**src/hw/rtl/assert_macros.svh**
```systemverilog
// Assertion macros for the top-level RTL file of the ordered array block.
`ifndef ASSERT_MACROS_SVH
`define ASSERT_MACROS_SVH

// Clocked assertion, switched off while reset is held.
`define OAIS_ASSERT(lbl, prop, msg) \
    lbl: assert property (@(posedge clk) disable iff (!rst_n) (prop)) else $error(msg);

// Clocked implication, switched off while reset is held.
`define OAIS_ASSERT_IMP(lbl, ante, cons, msg) \
    lbl: assert property (@(posedge clk) disable iff (!rst_n) (ante) |-> (cons)) \
        else $error(msg);

`endif

```
**src/hw/rtl/oais_pkg.sv**
```systemverilog
// Types, codes and sizes shared by the ordered array insert/remove/search block.
package oais_pkg;

    localparam int CAPACITY = 1024;
    localparam int ADDR_W   = $clog2(CAPACITY);
    localparam int DATA_W   = 32;
    localparam int OP_W     = 3;
    localparam int POS_W    = 11;
    localparam int CNT_W    = 11;
    localparam int STAT_W   = 2;
    localparam int FOUND_W  = 11;
    localparam int S_TDATA_W = 48;
    localparam int M_TDATA_W = 24;

    localparam logic [CNT_W-1:0]   CAP_COUNT = CNT_W'(CAPACITY);
    localparam logic [FOUND_W-1:0] NOT_FOUND = '1;

    typedef enum logic [OP_W-1:0] {
        OP_INS_FRONT = 3'd0,
        OP_INS_END   = 3'd1,
        OP_INS_AT    = 3'd2,
        OP_REM_FIRST = 3'd3,
        OP_REM_LAST  = 3'd4,
        OP_REM_AT    = 3'd5,
        OP_SEARCH    = 3'd6
    } op_t;

    typedef enum logic [STAT_W-1:0] {
        ST_OK    = 2'd0,
        ST_RANGE = 2'd1,
        ST_EMPTY = 2'd2,
        ST_FULL  = 2'd3
    } status_t;

    typedef struct packed {
        status_t             status;
        logic [FOUND_W-1:0]  found_at;
        logic [CNT_W-1:0]    count;
    } result_t;

    typedef struct packed {
        logic idle;
        logic done;
    } ctrl_stat_t;

endpackage

```
**src/hw/rtl/oais_ctrl.sv**
```systemverilog
// Sequencer that walks the element RAM for shifts and searches, one entry a cycle.
module oais_ctrl (
    input  logic                                clk,
    input  logic                                rst_n,
    input  logic                                start,
    input  logic [oais_pkg::OP_W-1:0]           op,
    input  logic [oais_pkg::DATA_W-1:0]         value,
    input  logic [oais_pkg::POS_W-1:0]          position,
    input  logic                                take,
    output oais_pkg::ctrl_stat_t                stat,
    output oais_pkg::result_t                   res,
    output logic                                ram_we,
    output logic [oais_pkg::ADDR_W-1:0]         ram_waddr,
    output logic [oais_pkg::DATA_W-1:0]         ram_wdata,
    output logic [oais_pkg::ADDR_W-1:0]         ram_raddr,
    input  logic [oais_pkg::DATA_W-1:0]         ram_rdata
);

    import oais_pkg::*;

    typedef enum logic [4:0] {
        S_IDLE = 5'b00001,
        S_UP   = 5'b00010,
        S_DN   = 5'b00100,
        S_SRCH = 5'b01000,
        S_DONE = 5'b10000
    } state_t;

    state_t              state_reg, state_next;
    logic [CNT_W-1:0]    count_reg, count_next;
    logic [ADDR_W-1:0]   rd_ptr_reg, rd_ptr_next;
    logic [ADDR_W-1:0]   end_reg, end_next;
    logic                issuing_reg, issuing_next;
    logic                pend_valid_reg, pend_valid_next;
    logic [ADDR_W-1:0]   pend_addr_reg, pend_addr_next;
    logic [DATA_W-1:0]   value_reg, value_next;
    status_t             status_reg, status_next;
    logic [FOUND_W-1:0]  found_reg, found_next;
    logic [CNT_W-1:0]    at_ins;
    logic [CNT_W-1:0]    at_rem;
    logic [CNT_W-1:0]    count_dec;

    assign count_dec = CNT_W'(count_reg - 1'b1);

    always_comb
    begin
        priority case (op)
            OP_INS_FRONT: at_ins = '0;
            OP_INS_END:   at_ins = count_reg;
            default:      at_ins = CNT_W'(position);
        endcase
        priority case (op)
            OP_REM_FIRST: at_rem = '0;
            OP_REM_LAST:  at_rem = count_dec;
            default:      at_rem = CNT_W'(position);
        endcase
    end

    always_comb
    begin
        state_next      = state_reg;
        count_next      = count_reg;
        rd_ptr_next     = rd_ptr_reg;
        end_next        = end_reg;
        issuing_next    = issuing_reg;
        pend_valid_next = 1'b0;
        pend_addr_next  = pend_addr_reg;
        value_next      = value_reg;
        status_next     = status_reg;
        found_next      = found_reg;
        ram_we          = 1'b0;
        ram_waddr       = pend_addr_reg;
        ram_wdata       = ram_rdata;
        ram_raddr       = rd_ptr_reg;

        unique case (state_reg)
            S_IDLE:
            begin
                if (start)
                begin
                    value_next  = value;
                    status_next = ST_OK;
                    found_next  = NOT_FOUND;
                    state_next  = S_DONE;
                    priority case (op)
                        OP_INS_FRONT, OP_INS_END, OP_INS_AT:
                        begin
                            if (count_reg >= CAP_COUNT)
                            begin
                                status_next = ST_FULL;
                            end
                            else if (at_ins > count_reg)
                            begin
                                status_next = ST_RANGE;
                            end
                            else if (at_ins == count_reg)
                            begin
                                // Appending needs no shift: write straight away.
                                ram_we     = 1'b1;
                                ram_waddr  = at_ins[ADDR_W-1:0];
                                ram_wdata  = value;
                                count_next = CNT_W'(count_reg + 1'b1);
                            end
                            else
                            begin
                                rd_ptr_next  = count_dec[ADDR_W-1:0];
                                end_next     = at_ins[ADDR_W-1:0];
                                issuing_next = 1'b1;
                                state_next   = S_UP;
                            end
                        end
                        OP_REM_FIRST, OP_REM_LAST, OP_REM_AT:
                        begin
                            if (count_reg == '0)
                            begin
                                status_next = ST_EMPTY;
                            end
                            else if (at_rem >= count_reg)
                            begin
                                status_next = ST_RANGE;
                            end
                            else if (at_rem == count_dec)
                            begin
                                count_next = count_dec;
                            end
                            else
                            begin
                                rd_ptr_next  = ADDR_W'(at_rem[ADDR_W-1:0] + 1'b1);
                                end_next     = count_dec[ADDR_W-1:0];
                                issuing_next = 1'b1;
                                state_next   = S_DN;
                            end
                        end
                        OP_SEARCH:
                        begin
                            if (count_reg != '0)
                            begin
                                rd_ptr_next  = '0;
                                end_next     = count_dec[ADDR_W-1:0];
                                issuing_next = 1'b1;
                                state_next   = S_SRCH;
                            end
                        end
                        default:
                        begin
                        end
                    endcase
                end
            end
            S_UP, S_DN, S_SRCH:
            begin
                // Read side: one address a beat, towards the end address.
                if (issuing_reg)
                begin
                    pend_valid_next = 1'b1;
                    pend_addr_next  = rd_ptr_reg;
                    if (rd_ptr_reg == end_reg)
                    begin
                        issuing_next = 1'b0;
                    end
                    else if (state_reg == S_UP)
                    begin
                        rd_ptr_next = ADDR_W'(rd_ptr_reg - 1'b1);
                    end
                    else
                    begin
                        rd_ptr_next = ADDR_W'(rd_ptr_reg + 1'b1);
                    end
                end

                // Data side: the word read last cycle is moved or compared.
                if (state_reg == S_SRCH)
                begin
                    if (pend_valid_reg && (ram_rdata == value_reg))
                    begin
                        found_next      = FOUND_W'(pend_addr_reg);
                        issuing_next    = 1'b0;
                        pend_valid_next = 1'b0;
                        state_next      = S_DONE;
                    end
                    else if (!issuing_reg && !pend_valid_reg)
                    begin
                        state_next = S_DONE;
                    end
                end
                else if (pend_valid_reg)
                begin
                    ram_we    = 1'b1;
                    ram_waddr = (state_reg == S_UP) ? ADDR_W'(pend_addr_reg + 1'b1)
                                                    : ADDR_W'(pend_addr_reg - 1'b1);
                end
                else if (!issuing_reg)
                begin
                    if (state_reg == S_UP)
                    begin
                        ram_we     = 1'b1;
                        ram_waddr  = end_reg;
                        ram_wdata  = value_reg;
                        count_next = CNT_W'(count_reg + 1'b1);
                    end
                    else
                    begin
                        count_next = count_dec;
                    end
                    state_next = S_DONE;
                end
            end
            S_DONE:
            begin
                if (take)
                begin
                    state_next = S_IDLE;
                end
            end
            default:
            begin
                state_next = S_IDLE;
            end
        endcase
    end

    always_ff @(posedge clk or negedge rst_n)
    begin
        if (!rst_n)
        begin
            state_reg      <= S_IDLE;
            count_reg      <= '0;
            issuing_reg    <= 1'b0;
            pend_valid_reg <= 1'b0;
        end
        else
        begin
            state_reg      <= state_next;
            count_reg      <= count_next;
            issuing_reg    <= issuing_next;
            pend_valid_reg <= pend_valid_next;
        end
    end

    always_ff @(posedge clk)
    begin
        rd_ptr_reg    <= rd_ptr_next;
        end_reg       <= end_next;
        pend_addr_reg <= pend_addr_next;
        value_reg     <= value_next;
        status_reg    <= status_next;
        found_reg     <= found_next;
    end

    assign stat.idle    = (state_reg == S_IDLE);
    assign stat.done    = (state_reg == S_DONE);
    assign res.status   = status_reg;
    assign res.found_at = found_reg;
    assign res.count    = count_reg;

endmodule

```
**config.mk**
```make
export PLATFORM = sky130hd
export DESIGN_NAME = oais_ctrl
export DESIGN_NICKNAME = d
export VERILOG_FILES = /design/src/hw/rtl/assert_macros.svh /design/src/hw/rtl/oais_pkg.sv /design/src/hw/rtl/oais_ctrl.sv
export SDC_FILE = /design/constraint.sdc
export NUM_CORES = 1
export LEC_CHECK = 0
export BUFFER_PORTS_ARGS = -buffer_cell sky130_fd_sc_hd__buf_2
export CORE_ASPECT_RATIO = 2
export CORE_MARGIN = 10
export CORE_UTILIZATION = 25
export DETAILED_ROUTE_END_ITERATION = 10
export PLACE_DENSITY = 0.43
export SETUP_SLACK_MARGIN = 0.4
export SLEW_MARGIN = 40
export SYNTH_ARGS = -nofsm -noshare
export SYNTH_HDL_FRONTEND = slang
export SYNTH_SLANG_ARGS = --single-unit
```
**constraint.sdc**
```tcl
create_clock -name clk -period 4.9 [get_ports clk]
set_clock_uncertainty 0.05 [all_clocks]
set_input_delay 0.98 -clock clk [delete_from_list [all_inputs] [get_ports clk]]
set_output_delay 0.98 -clock clk [all_outputs]
set_load 0.05 [all_outputs]
```
==> reports/qor.yml <==
crit_top_cell: "buf_8"
pin_count: 161
cts.clk_slew.worst_paths_ps: 70
grt.total_usage: 0.182
overflow: 0
numPlacedInstances: 1409
synthTopCellsByArea: "edfxtp_1, xnor2_1, ha_1"
required_ps: 3870
synth_warnings: 0
ys_seq_elements: 93
slew_headroom: 0.436
post-synth-top-area-cell: "edfxtp_1"
layout.nets: 1213
setup_viol: 0
antenna_found_initial: 0
ant_nets: 0
rows: 89
syn_area_per_cell_um2: 8.85
grt_max_degree: 36
start_kind: "input port"
layout_min_cycle_time_ps: 4650
cts.path.max_buffers: 2
finalMaxSlewViolations: 0
cts_tree: "done"
dieArea_um2: 37500
clock_sinks: 93
area_growth_pct: 50.5
dpl_worst_slack_ps: -28.9
crit_fanout: 8
routabilityCongestion: 0.918
layout-drive-gt1-share: 0.403
ir_drop_mv: 0.206
synth_edf_count: 75
syn-cell-area_um2: 7440
synth_top_area_share: 0.303
routed_via_density: 5.21
slowest_delay_ps: 500
largest_register_ffs: 32
powerDensity_nw_per_um2: 525
ys_async_sr_fraction: 0.194
crit_start: "op[2]"
die_height_um: 264
worst_hold_slack_ps: 505
slowest_stage: "or4_4"
clock.fmax_mhz: 215
drt_first_pass_iters: 5
hold_viol_final: 0
setup_tns_ps: 0
dieWidth_um: 142
totalWireLength_mm: 35.3
instances_no_fill: 1457
grt_pass1_wl_mm: 51.0
clk_latency_ps: 380
ys_seq_area_frac: 0.363
syn_inst: 841
root_buffer: "clkbuf_16"
drc: 0
synthFlopType: "edfxtp_1"
htreeDepth: 3
core_area_um2: 29400
initial_utilization: 0.253
vias: 7585
grt_pass1_vias: 7992
path_cells: "buf_12, nor2_4, and3_4, a21oi_4, inv_2, ha_4, nand4_1, or3_4, or4_4, buf_8, a311o_2, buf_8"
dp_hpwl_mm: 28.4
setup.worst_path.end_class: "primary output"
insertedDiodeCount: 0
synth_cell_type_count: 76
status: "finished clean"
drt_iter0_markers: 446
leakagePower_nw: 4.38
num-fill-cells: 2964
r2r_start: "count_reg[1]"
post_drt_wl_per_cell_um: 24.2
drv_cap: 0
min_path_type: "reg2reg"
finalWorstSetupSlack_ps: 254
numCtsBuffers: 9
worstPathArrival_ps: 3620
rsz0062_at_grt: "yes"
portBuffers: 160
syn_nets: 966
cts_hold_buf: 0
power.total_mw: 5.88
max_slew.worst_pin.slew_ps: 846
fin_crit_sh: 0.948
min_from: "count_reg[10]"
path_class: "in2out"
==> through the flow <==
stage | cell area, um^2 | utilization
finish | 11200 | 0.381
global route | 11200 | 0.381
CTS | 10700 | 0.364
detailed placement | 9580 | 0.326
global placement | 9580 | 0.326
floorplan | 7880 | -
==> layer usage <==
| metal | part of all wire | global-route usage | wire (um) | vias to the layer above |
|---|---|---|---|---|
| li1 | - | - | - | 3614 |
| met1 | 0.30 | 0.147 | 10400 | 3650 |
| met2 | 0.60 | 0.378 | 21100 | 245 |
| met3 | 0.040 | 0.0304 | 1400 | 76 |
| met4 | 0.067 | 0.109 | 2350 | 0 |
| met5 | 0 | 0 | 0 | - |
==> final cells by class <==
| type | count | area (um^2) | area share |
|---|---|---|---|
| flip-flops and latches | 93 | 2700 | 0.241 |
| clock buffers | 9 | 225 | 0.0201 |
| clock inverters | 7 | 65.1 | 0.00581 |
| multi-input cells | 669 | 5310 | 0.474 |
| inverters | 46 | 188 | 0.0168 |
| well taps | 364 | 455 | 0.0406 |
| repair buffers | 269 | 2250 | 0.201 |
==> synth_stat cells (7+ instances only) <==
library cell  number
a21oi_1           57
a22oi_1           34
and2_1             8
and3_1            13
clkbuf_1          28
dfrtp_1           17
edfxtp_1          75
ha_1              41
inv_1             45
mux2i_1            7
nand2_1          126
nand2b_1          14
nand3_1           20
nand4_1           20
nor2_1            55
nor2b_1            8
nor3_1            12
o211ai_1          13
o21ai_0           38
o221ai_1           7
o22ai_1            8
or4_1              7
xnor2_1           70
xor2_1             7
==> where the power goes <==
part           switching [mW]  internal (mW)  leakage (nW)  total [mW]
logic                    2.30           1.30          3.35        3.60
clock network           0.367          0.357         0.140       0.724
registers               0.329           1.23         0.892        1.56
==> placed cells by master, fill, tap and decap left out, types with 8 or more instances in the layout <==
cell type,instances
buf_2,114
buf_4,93
edfxtp_1,75
xnor2_1,70
nand2_1,62
nand2_4,57
nor2_1,50
a21oi_1,45
inv_1,39
ha_1,35
buf_8,34
o21ai_0,29
a22oi_1,24
nand4_1,20
nand3_1,19
dfrtp_1,17
nand2b_1,14
o211ai_1,13
clkbuf_16,13
buf_6,13
nor3_1,10
a22oi_2,10
buf_12,10
and2_1,8
a21oi_4,8
o22ai_1,8
==> critical path, delay by kind of cell <==
kind / cells / cell delay [ps]
buffers and inverters: 4 / 510
adder cells (fa/ha/maj): 1 / 130
AO/OA/AOI/OAI: 2 / 390
AND/OR/NAND/NOR: 5 / 1590
==> final timing paths <==
| check | end | slack, ps | depth (start not counted) |
|---|---|---|---|
| worst max-delay path | ram_waddr[5] | 250 | 12 |
| worst min-delay path | count_reg[10] | 500 | 1 |
| worst max register to register | ram_raddr[8] | 590 | 15 |
| worst min register to register | count_reg[10] | 500 | 1 |
| max in group asynchronous | state_reg[0] | 3920 | 1 |
| min in group asynchronous | count_reg[7] | 510 | 1 |
==> kinds of logic after synthesis <==
group,Yosys count,synth area share
AND/OR/NAND/NOR,313,0.207
AO/OA/AOI/OAI,224,0.206
flip-flops,93,0.363
buffers and inverters,80,0.0434
XOR/XNOR,78,0.0928
adder cells (fa/ha/maj),44,0.0756
multiplexers,9,0.0124
==> repair_timing <==
item	CTS	global route
pin swaps	24	35
endpoints found under the hold margin	0	0
cloned	7	1
endpoints found under the setup margin	43	74
buffers inserted	19	5
resized for setup	171	101
(Power assumes the default switching activity.)
